`src/kprq_pkg.sv`:
```
// Package with the command, status and sequencer state types of the keyed pair queue.
`default_nettype none

package kprq_pkg;

	localparam int unsigned WORD_W = 32;
	localparam int unsigned ENTRY_W = 2 * WORD_W;

	typedef enum logic [2:0] {
		CMD_ENQ  = 3'd0,
		CMD_DEQ  = 3'd1,
		CMD_PEEK = 3'd2,
		CMD_FIND = 3'd3,
		CMD_GET  = 3'd4,
		CMD_SET  = 3'd5
	} cmd_t;

	typedef enum logic [1:0] {
		ST_OK    = 2'd0,
		ST_FULL  = 2'd1,
		ST_EMPTY = 2'd2,
		ST_MISS  = 2'd3
	} status_t;

	typedef enum logic [2:0] {
		S_IDLE,
		S_HEAD,
		S_SEARCH,
		S_SWAP,
		S_RESP
	} state_t;

	localparam logic [WORD_W-1:0] NONE_WORD = '1;

endpackage

`default_nettype wire

```
`src/kprq_ram.sv`:
```
// Generic single-clock RAM with one write port and one registered read port.
`default_nettype none

module kprq_ram #(
	parameter int unsigned WIDTH = 64,
	parameter int unsigned DEPTH = 16
) (
	input  wire logic                     clk,
	input  wire logic                     we,
	input  wire logic [$clog2(DEPTH)-1:0] waddr,
	input  wire logic [WIDTH-1:0]         wdata,
	input  wire logic                     re,
	input  wire logic [$clog2(DEPTH)-1:0] raddr,
	output logic      [WIDTH-1:0]         rdata
);

	logic [WIDTH-1:0] mem_q [DEPTH];

	always_ff @(posedge clk) begin
		if (we) begin
			mem_q[waddr] <= wdata;
		end
		if (re) begin
			rdata <= mem_q[raddr];
		end
	end

endmodule

`default_nettype wire

```
`src/keyed_pair_ring_queue_top.sv`:
```
// Top level of the keyed pair ring queue: sequencer, pointers and the entry RAM.
//
// Usage: a command transaction on the input channel (cmd, key, value_in) gives exactly
// one result transaction on the output channel (out_key, out_value, hit, status,
// entry_count, is_empty, is_full). Both channels use valid and ready.
// The block works on one command at a time. Enqueue, unused codes and commands on an
// empty queue go straight to the response state; dequeue and peek first read the
// head entry from the RAM.
// Key searches read one stored entry per cycle through the single RAM read port and
// stop at the first match or after entry_count entries; find-and-dequeue passes through
// a swap state when it has to move the head entry into the found slot.
// The input is ready again in the same cycle as the result appears in the output
// register, so a new command is taken while an earlier result still waits there.
// If the receiver stalls, the finished result of the next command waits in the
// sequencer until the output register frees.
// Reset empties the queue (pointers and count to zero) and drops any pending result;
// the RAM contents are not cleared and are only read after being written.
`default_nettype none

module keyed_pair_ring_queue_top
	import kprq_pkg::*;
#(
	parameter int unsigned CAPACITY = 16
) (
	input  wire logic                              clk,
	input  wire logic                              arst_n,
	input  wire logic                              in_valid,
	output logic                                   in_ready,
	input  wire logic        [2:0]                 cmd,
	input  wire logic signed [WORD_W-1:0]          key,
	input  wire logic signed [WORD_W-1:0]          value_in,
	output logic                                   out_valid,
	input  wire logic                              out_ready,
	output logic signed      [WORD_W-1:0]          out_key,
	output logic signed      [WORD_W-1:0]          out_value,
	output logic                                   hit,
	output logic             [1:0]                 status,
	output logic             [$clog2(CAPACITY+1)-1:0] entry_count,
	output logic                                   is_empty,
	output logic                                   is_full
);

	localparam int unsigned PTR_W = $clog2(CAPACITY);
	localparam int unsigned CNT_W = $clog2(CAPACITY + 1);
	localparam logic [PTR_W-1:0] LAST_SLOT = PTR_W'(CAPACITY - 1);
	localparam logic [CNT_W-1:0] FULL_CNT = CNT_W'(CAPACITY);

	function automatic logic [PTR_W-1:0] next_slot(input logic [PTR_W-1:0] p);
		next_slot = (p == LAST_SLOT) ? '0 : p + 1'b1;
	endfunction

	state_t state_q, state_d;
	cmd_t cmd_q;
	logic [WORD_W-1:0] key_q, val_q;
	logic [PTR_W-1:0] head_q, tail_q, rd_ptr_q, slot_s1, found_slot_q;
	logic [CNT_W-1:0] count_q, issued_q;
	logic [WORD_W-1:0] res_key_q, res_val_q;
	logic res_hit_q;
	status_t res_st_q;

	logic accept, load, q_empty, q_full, match, pop;
	logic mem_we, mem_re;
	logic [PTR_W-1:0] mem_waddr, mem_raddr;
	logic [ENTRY_W-1:0] mem_wdata, mem_rdata;
	logic [WORD_W-1:0] rd_key, rd_val;

	kprq_ram #(
		.WIDTH(ENTRY_W),
		.DEPTH(CAPACITY)
	) u_entry_ram (
		.clk  (clk),
		.we   (mem_we),
		.waddr(mem_waddr),
		.wdata(mem_wdata),
		.re   (mem_re),
		.raddr(mem_raddr),
		.rdata(mem_rdata)
	);

	assign rd_key = mem_rdata[ENTRY_W-1:WORD_W];
	assign rd_val = mem_rdata[WORD_W-1:0];
	assign in_ready = (state_q == S_IDLE);
	assign accept = in_valid && in_ready;
	assign load = (state_q == S_RESP) && (!out_valid || out_ready);
	assign q_empty = (count_q == '0);
	assign q_full = (count_q == FULL_CNT);
	assign match = (rd_key == key_q);

	always_comb begin
		state_d = state_q;
		mem_we = 1'b0;
		mem_waddr = '0;
		mem_wdata = '0;
		mem_re = 1'b0;
		mem_raddr = '0;
		pop = 1'b0;
		unique case (state_q)
			S_IDLE: begin
				if (accept) begin
					state_d = S_RESP;
					case (cmd) inside
						CMD_ENQ: begin
							if (!q_full) begin
								mem_we = 1'b1;
								mem_waddr = tail_q;
								mem_wdata = {key, value_in};
							end
						end
						CMD_DEQ, CMD_PEEK: begin
							if (!q_empty) begin
								mem_re = 1'b1;
								mem_raddr = head_q;
								state_d = S_HEAD;
							end
						end
						CMD_FIND, CMD_GET, CMD_SET: begin
							if (!q_empty) begin
								mem_re = 1'b1;
								mem_raddr = head_q;
								state_d = S_SEARCH;
							end
						end
						default: ;
					endcase
				end
			end
			S_HEAD: begin
				pop = (cmd_q == CMD_DEQ);
				state_d = S_RESP;
			end
			S_SEARCH: begin
				if (match) begin
					state_d = S_RESP;
					case (cmd_q)
						CMD_FIND: begin
							if (slot_s1 == head_q) begin
								pop = 1'b1;
							end else begin
								mem_re = 1'b1;
								mem_raddr = head_q;
								state_d = S_SWAP;
							end
						end
						CMD_SET: begin
							mem_we = 1'b1;
							mem_waddr = slot_s1;
							mem_wdata = {key_q, val_q};
						end
						default: ;
					endcase
				end else if (issued_q == count_q) begin
					state_d = S_RESP;
				end else begin
					mem_re = 1'b1;
					mem_raddr = rd_ptr_q;
				end
			end
			S_SWAP: begin
				mem_we = 1'b1;
				mem_waddr = found_slot_q;
				mem_wdata = mem_rdata;
				pop = 1'b1;
				state_d = S_RESP;
			end
			S_RESP: begin
				if (!out_valid || out_ready) begin
					state_d = S_IDLE;
				end
			end
			default: state_d = S_IDLE;
		endcase
	end

	always_ff @(posedge clk or negedge arst_n) begin
		if (!arst_n) begin
			state_q <= S_IDLE;
			head_q <= '0;
			tail_q <= '0;
			count_q <= '0;
			out_valid <= 1'b0;
		end else begin
			state_q <= state_d;
			if (accept && (cmd == CMD_ENQ) && !q_full) begin
				tail_q <= next_slot(tail_q);
				count_q <= count_q + 1'b1;
			end else if (pop) begin
				head_q <= next_slot(head_q);
				count_q <= count_q - 1'b1;
			end
			if (load) begin
				out_valid <= 1'b1;
			end else if (out_ready) begin
				out_valid <= 1'b0;
			end
		end
	end

	always_ff @(posedge clk) begin
		case (state_q)
			S_IDLE: begin
				if (accept) begin
					cmd_q <= cmd_t'(cmd);
					key_q <= key;
					val_q <= value_in;
					res_key_q <= NONE_WORD;
					res_val_q <= NONE_WORD;
					res_hit_q <= 1'b0;
					rd_ptr_q <= next_slot(head_q);
					issued_q <= CNT_W'(1);
					slot_s1 <= head_q;
					if (cmd == CMD_ENQ) begin
						res_st_q <= q_full ? ST_FULL : ST_OK;
					end else if ((cmd <= CMD_SET) && q_empty) begin
						res_st_q <= ST_EMPTY;
					end else begin
						res_st_q <= ST_OK;
					end
				end
			end
			S_HEAD: begin
				res_key_q <= rd_key;
				res_val_q <= rd_val;
				res_hit_q <= 1'b1;
			end
			S_SEARCH: begin
				if (match) begin
					found_slot_q <= slot_s1;
					res_key_q <= key_q;
					res_val_q <= (cmd_q == CMD_SET) ? val_q : rd_val;
					res_hit_q <= 1'b1;
				end else if (issued_q == count_q) begin
					res_st_q <= ST_MISS;
				end else begin
					slot_s1 <= rd_ptr_q;
					rd_ptr_q <= next_slot(rd_ptr_q);
					issued_q <= issued_q + 1'b1;
				end
			end
			S_RESP: begin
				if (load) begin
					out_key <= res_key_q;
					out_value <= res_val_q;
					hit <= res_hit_q;
					status <= res_st_q;
					entry_count <= count_q;
					is_empty <= q_empty;
					is_full <= q_full;
				end
			end
			default: ;
		endcase
	end

	assert property (@(posedge clk) disable iff (!arst_n) count_q <= FULL_CNT)
		else $error("Entry count exceeds the queue capacity.");

	assert property (@(posedge clk) disable iff (!arst_n)
		(q_empty || q_full) |-> (head_q == tail_q))
		else $error("Head and tail pointers disagree with an empty or full queue.");

	assert property (@(posedge clk) disable iff (!arst_n)
		(out_valid && hit) |-> (status == ST_OK))
		else $error("A result reports a returned entry with a failure status.");

	assert property (@(posedge clk) disable iff (!arst_n)
		(accept && (cmd == CMD_ENQ) && !q_full) |=>
		(count_q == CNT_W'($past(count_q) + 1'b1)))
		else $error("An accepted enqueue did not add one entry.");

endmodule

`default_nettype wire

```
`config.mk`:
```
export PLATFORM = sky130hd
export DESIGN_NAME = keyed_pair_ring_queue_top
export DESIGN_NICKNAME = d
export VERILOG_FILES = /design/src/kprq_pkg.sv /design/src/kprq_ram.sv /design/src/keyed_pair_ring_queue_top.sv
export SDC_FILE = /design/constraint.sdc
export NUM_CORES = 2
export LEC_CHECK = 0
export BUFFER_PORTS_ARGS = -buffer_cell sky130_fd_sc_hd__clkbuf_2
export CAP_MARGIN = 20
export CORE_MARGIN = 5
export CORE_UTILIZATION = 41
export DETAILED_ROUTE_END_ITERATION = 6
export SLEW_MARGIN = 0
export SYNTH_ARGS = -nofsm -noshare
export SYNTH_HDL_FRONTEND = slang
export SYNTH_HIERARCHICAL = 1
export SYNTH_SLANG_ARGS = --single-unit
```
`constraint.sdc`:
```
create_clock -name clk -period 10.55 [get_ports clk]
set_input_delay 0.5275 -clock clk [delete_from_list [all_inputs] [get_ports clk]]
set_output_delay 0.5275 -clock clk [all_outputs]
set_load 0.02 [all_outputs]
```
==> results.md <==
- Status: completed
- Pwr per Cell Area: 250 nW/um2
- Worst hold path type: input pin to flip-flop
- Slew headroom: about a quarter
- Placeable Area: approximately 120000 um2
- Maximum count of clock buffers along a single path: 3
- Data required time of the critical path: around 11 ns
- Total global routing overflow: 0
- Total of flip-flops plus latches after synthesis: about 1300
- Portion of the post-synthesis area used by sequential elements: approximately 78%
- Die width: 362 um
- Cells taking the most area after synthesis: sky130_fd_sc_hd__edfxtp_1 78%, sky130_fd_sc_hd__mux4_2 11%, sky130_fd_sc_hd__a22oi_1 2.4%
- TritonCTS clock tree: built
- Total routing resource utilization after global routing: 18.9%
- TritonCTS Buffers: roughly 140
- Number of design rule violations left after detail routing: 0
- Via/cell ratio: 5.80
- Cell Area, Synth: 50800 um2
- Die footprint: roughly 130000 um2
- Cell taking the most area after synthesis: sky130_fd_sc_hd__edfxtp_1
- Cell leakage power: ~19 nW
- Number of max-cap violations: 0
- Area growth from synthesis to layout: 15.1%
- Maximum VDD drop: roughly 0.00021 V
- Setup_tns: 0 ns
- Mean area per synthesized cell: around 21 um2
- Router iterations before antenna repair: 7
- Category of the critical setup timing path: flip-flop to flip-flop
- Proportion of synthesized flip-flops having asynchronous set or reset: under 10%
- Fmax: approximately 180 MHz
- Synthesized netlist cell count: about 2400
- CTS clk-pin slew, worst paths: roughly 0.060 ns
- CP Cell Sequence: xor2_1 > nor4_2 > nand4_2 > nor3b_4 > buf_4 > a222oi_1 > inv_1 > nand2b_1 > nor2_4 > buf_4 > buf_4
- Global-route wire length before repair: roughly 180000 um
- Cell chosen for the clock root: sky130_fd_sc_hd__clkbuf_16
- Total of buffers placed on input and output ports: 146
- Number of enable-type register cells in the synthesized netlist: 1313
- Yosys cell types: 57
- Prevailing post-synth register cell: sky130_fd_sc_hd__edfxtp_1
- Number of pins exceeding their max-slew limit in the final report: 0
- Fin crit share: a little over half
- Count of nets left with antenna violations after detail routing: 0
- DPL Wire Length: a little under 70000 um
- Worst Setup End Kind: flip-flop
- Arrival time reported for the critical path endpoint: approximately 5.9 ns
- Synth Warn #: 6
- Count of final setup violators: 0
- Starting Density: between 40% and 50%
- Antenna violations before repair: 5
- Vias in the first global route: roughly 26000
- RSZ-0062 raised after global routing: false
- Tightest Pin Transition: between 1 and 1.5 ns
- Later-pin clock latency in the skew report: ~0.76 ns
- Total wirelength of the detailed-routed design: ~130000 um
- Critical path peak fanout: 41
- CTS H-Tree Depth: 4
- Average routed wire per standard cell: around 29 um
- Crit-path slowest cell: sky130_fd_sc_hd__buf_4
- Fraction of final layout cells sized beyond drive strength 1: between 20% and 30%
- Maximum number of pins on one net before global-route repair: ~130
- CP Launch Type: flip-flop
- Final worst clock skew: roughly 0.045 ns
- Clock sink count: approximately 1300
- DR vias: roughly 25000
- Max incr delay on CP: roughly 0.64 ns
- Number of I/O pins: roughly 150
- Final-layout fill cell count: approximately 10000
- Net count after synthesis: approximately 2500
- Clock period minus worst slack: 5.52 ns
- RD Place Congestion: 0.760
- Post-synth top area share: between 70% and 80%
- Top cells by instance count after synthesis: 1313 x sky130_fd_sc_hd__edfxtp_1, 256 x sky130_fd_sc_hd__mux4_2, 160 x sky130_fd_sc_hd__a22oi_1
- DR iter-0 viols: 3265
- Number of nets at the end of the flow: about 2700
- Number of resized instances in the post-cts repair step: 0
- Die height: about 360 um
- Count of final hold-check violations: 0
- Post-layout power: around 15 mW
- Site Rows: ~130
- Cell occurring most often along the worst timing path: sky130_fd_sc_hd__buf_4
- Most common cell in the synthesized netlist: sky130_fd_sc_hd__edfxtp_1
-- registers in the layout, summed over array words and instances (netlist names), 4 cells and up --
register / count
key_q: 32
entry_count: 5
u_entry_ram/rdata: 64
out_value: 32
u_entry_ram/mem_q: 1024
found_slot_q: 4
slot_s1: 4
count_q: 5
res_val_q: 32
tail_q: 4
out_key: 32
res_key_q: 32
val_q: 32
issued_q: 5
head_q: 4
rd_ptr_q: 4
-- path summary, 6_finish.rpt --
kind | startpoint | to | slack [ns] | cells after the start
worst max-delay path | u_entry_ram/rdata[33]$_DFFE_PP_ | u_entry_ram/mem_q[6][1]$_DFFE_PP_ | 5.03 | 11
worst min-delay path | key[3] | key_q[3]$_DFFE_PP_ | 0.04 | 1
worst max register to register | u_entry_ram/rdata[33]$_DFFE_PP_ | u_entry_ram/mem_q[6][1]$_DFFE_PP_ | 5.03 | 11
worst min register to register | res_val_q[25]$_DFFE_PP_ | out_value[25]$_DFFE_PP_ | 0.40 | 0
max in group asynchronous | arst_n | tail_q[1]$_DFFE_PN0P_ | 9.89 | 2
min in group asynchronous | arst_n | out_valid$_DFFE_PN0P_ | 0.28 | 2
-- logic make-up (layout without fill, tap and decap cells) --
logic type / after synthesis / after routing / synth area share (%)
fa+ha+maj: 8 / 8 / 0.212
buf+inv: 210 / 570 / 1.85
compound gates: 298 / 298 / 4.87
other cells: 0 / 1 / 0
mux: 265 / 265 / 11.6
simple gates: 214 / 214 / 2.13
xor+xnor: 53 / 53 / 0.914
flops: 1330 / 1330 / 78.5
-- timing repair --
item | CTS | global route
endpoints found under the hold margin | 71 | 1
hold buffers | 55 | 1
setup buffers | 0 | 0
-- report_power, final --
part / total (mW) / internal, mW / leakage, nW / switching (mW)
logic: 3.14 / 1.28 / 4.72 / 1.86
registers: 6.81 / 6.48 / 12.4 / 0.333
clock network: 4.66 / 2.64 / 2.07 / 2.02
total: 14.6 / 10.4 / 19.2 / 4.21
-- routing by layer --
metal / global-route usage, % / vias to the layer above / part of all wire, %
li1: - / 10500 / -
met4: 5.53 / 2 / 2.4
met2: 30.3 / 1123 / 48
met1: 26.2 / 13500 / 41
met5: 0 / - / 0.010
met3: 4.40 / 190 / 7.9
-- area by class of cell --
cell class / instances / area [um2] / area share, %
Clock inverter: 56 / 661 / 1.13
Tap cell: 1637 / 2050 / 3.50
Sequential cell: 1330 / 39900 / 68.2
Multi-Input combinational cell: 838 / 10200 / 17.5
Clock buffer: 180 / 3650 / 6.25
Inverter: 74 / 278 / 0.475
Antenna cell: 1 / 2.50 / 0.00428
Timing Repair Buffer: 260 / 1770 / 3.03
-- through the flow --
stage	area, um2	cells	util (%)	setup slack (ns)	hold WS, ns
floorplan	50800	2378	-	1.62	0.232
global placement	53600	4082	43.4	4.89	0.404
detailed placement	53600	4082	43.4	4.86	0.405
CTS	58400	4373	47.3	4.82	0.00118
global route	58500	4376	47.4	4.70	0.00139
finish	58500	4376	47.4	5.03	0.0382
-- cell usage in the layout (no fill, tap or decap), types with 4 or more instances in the layout --
cell type                          n
sky130_fd_sc_hd__clkinv_1         23
sky130_fd_sc_hd__buf_4            55
sky130_fd_sc_hd__ha_1              7
sky130_fd_sc_hd__a22oi_1         160
sky130_fd_sc_hd__nor3_2            5
sky130_fd_sc_hd__a221o_1          32
sky130_fd_sc_hd__dlygate4sd3_1    56
sky130_fd_sc_hd__mux4_2          256
sky130_fd_sc_hd__clkinv_16         5
sky130_fd_sc_hd__mux2_2            4
sky130_fd_sc_hd__inv_1            73
sky130_fd_sc_hd__nor3_1            6
sky130_fd_sc_hd__a222oi_1         68
sky130_fd_sc_hd__clkbuf_1         40
sky130_fd_sc_hd__nand3_1           6
sky130_fd_sc_hd__xnor2_1          11
sky130_fd_sc_hd__nand3b_1          4
sky130_fd_sc_hd__o21ai_0           9
sky130_fd_sc_hd__inv_16            4
sky130_fd_sc_hd__nor2_4           16
sky130_fd_sc_hd__nor2_1           15
sky130_fd_sc_hd__clkbuf_16       140
sky130_fd_sc_hd__clkinv_2          9
sky130_fd_sc_hd__nor4_2            4
sky130_fd_sc_hd__nand2_1         122
sky130_fd_sc_hd__clkbuf_2        146
sky130_fd_sc_hd__a21oi_1           5
sky130_fd_sc_hd__nand2b_1          5
sky130_fd_sc_hd__a21o_1            9
sky130_fd_sc_hd__bufinv_16         7
sky130_fd_sc_hd__xor2_1           42
sky130_fd_sc_hd__nor4_4            4
sky130_fd_sc_hd__edfxtp_1       1313
sky130_fd_sc_hd__dfrtp_1          17
-- worst max-delay path, delay by kind of cell, from the launching register on --
| family | cells | cell delay (ns) |
|---|---|---|
| buffers and inverters | 4 | 2.03 |
| xor gates and xnor gates | 1 | 0.31 |
| AOI/OAI and AO/OA | 1 | 0.23 |
| and+or+nand+nor | 5 | 1.97 |
| DFF | 1 | 0.49 |
Note: power is estimated with default switching activity, not from simulation.
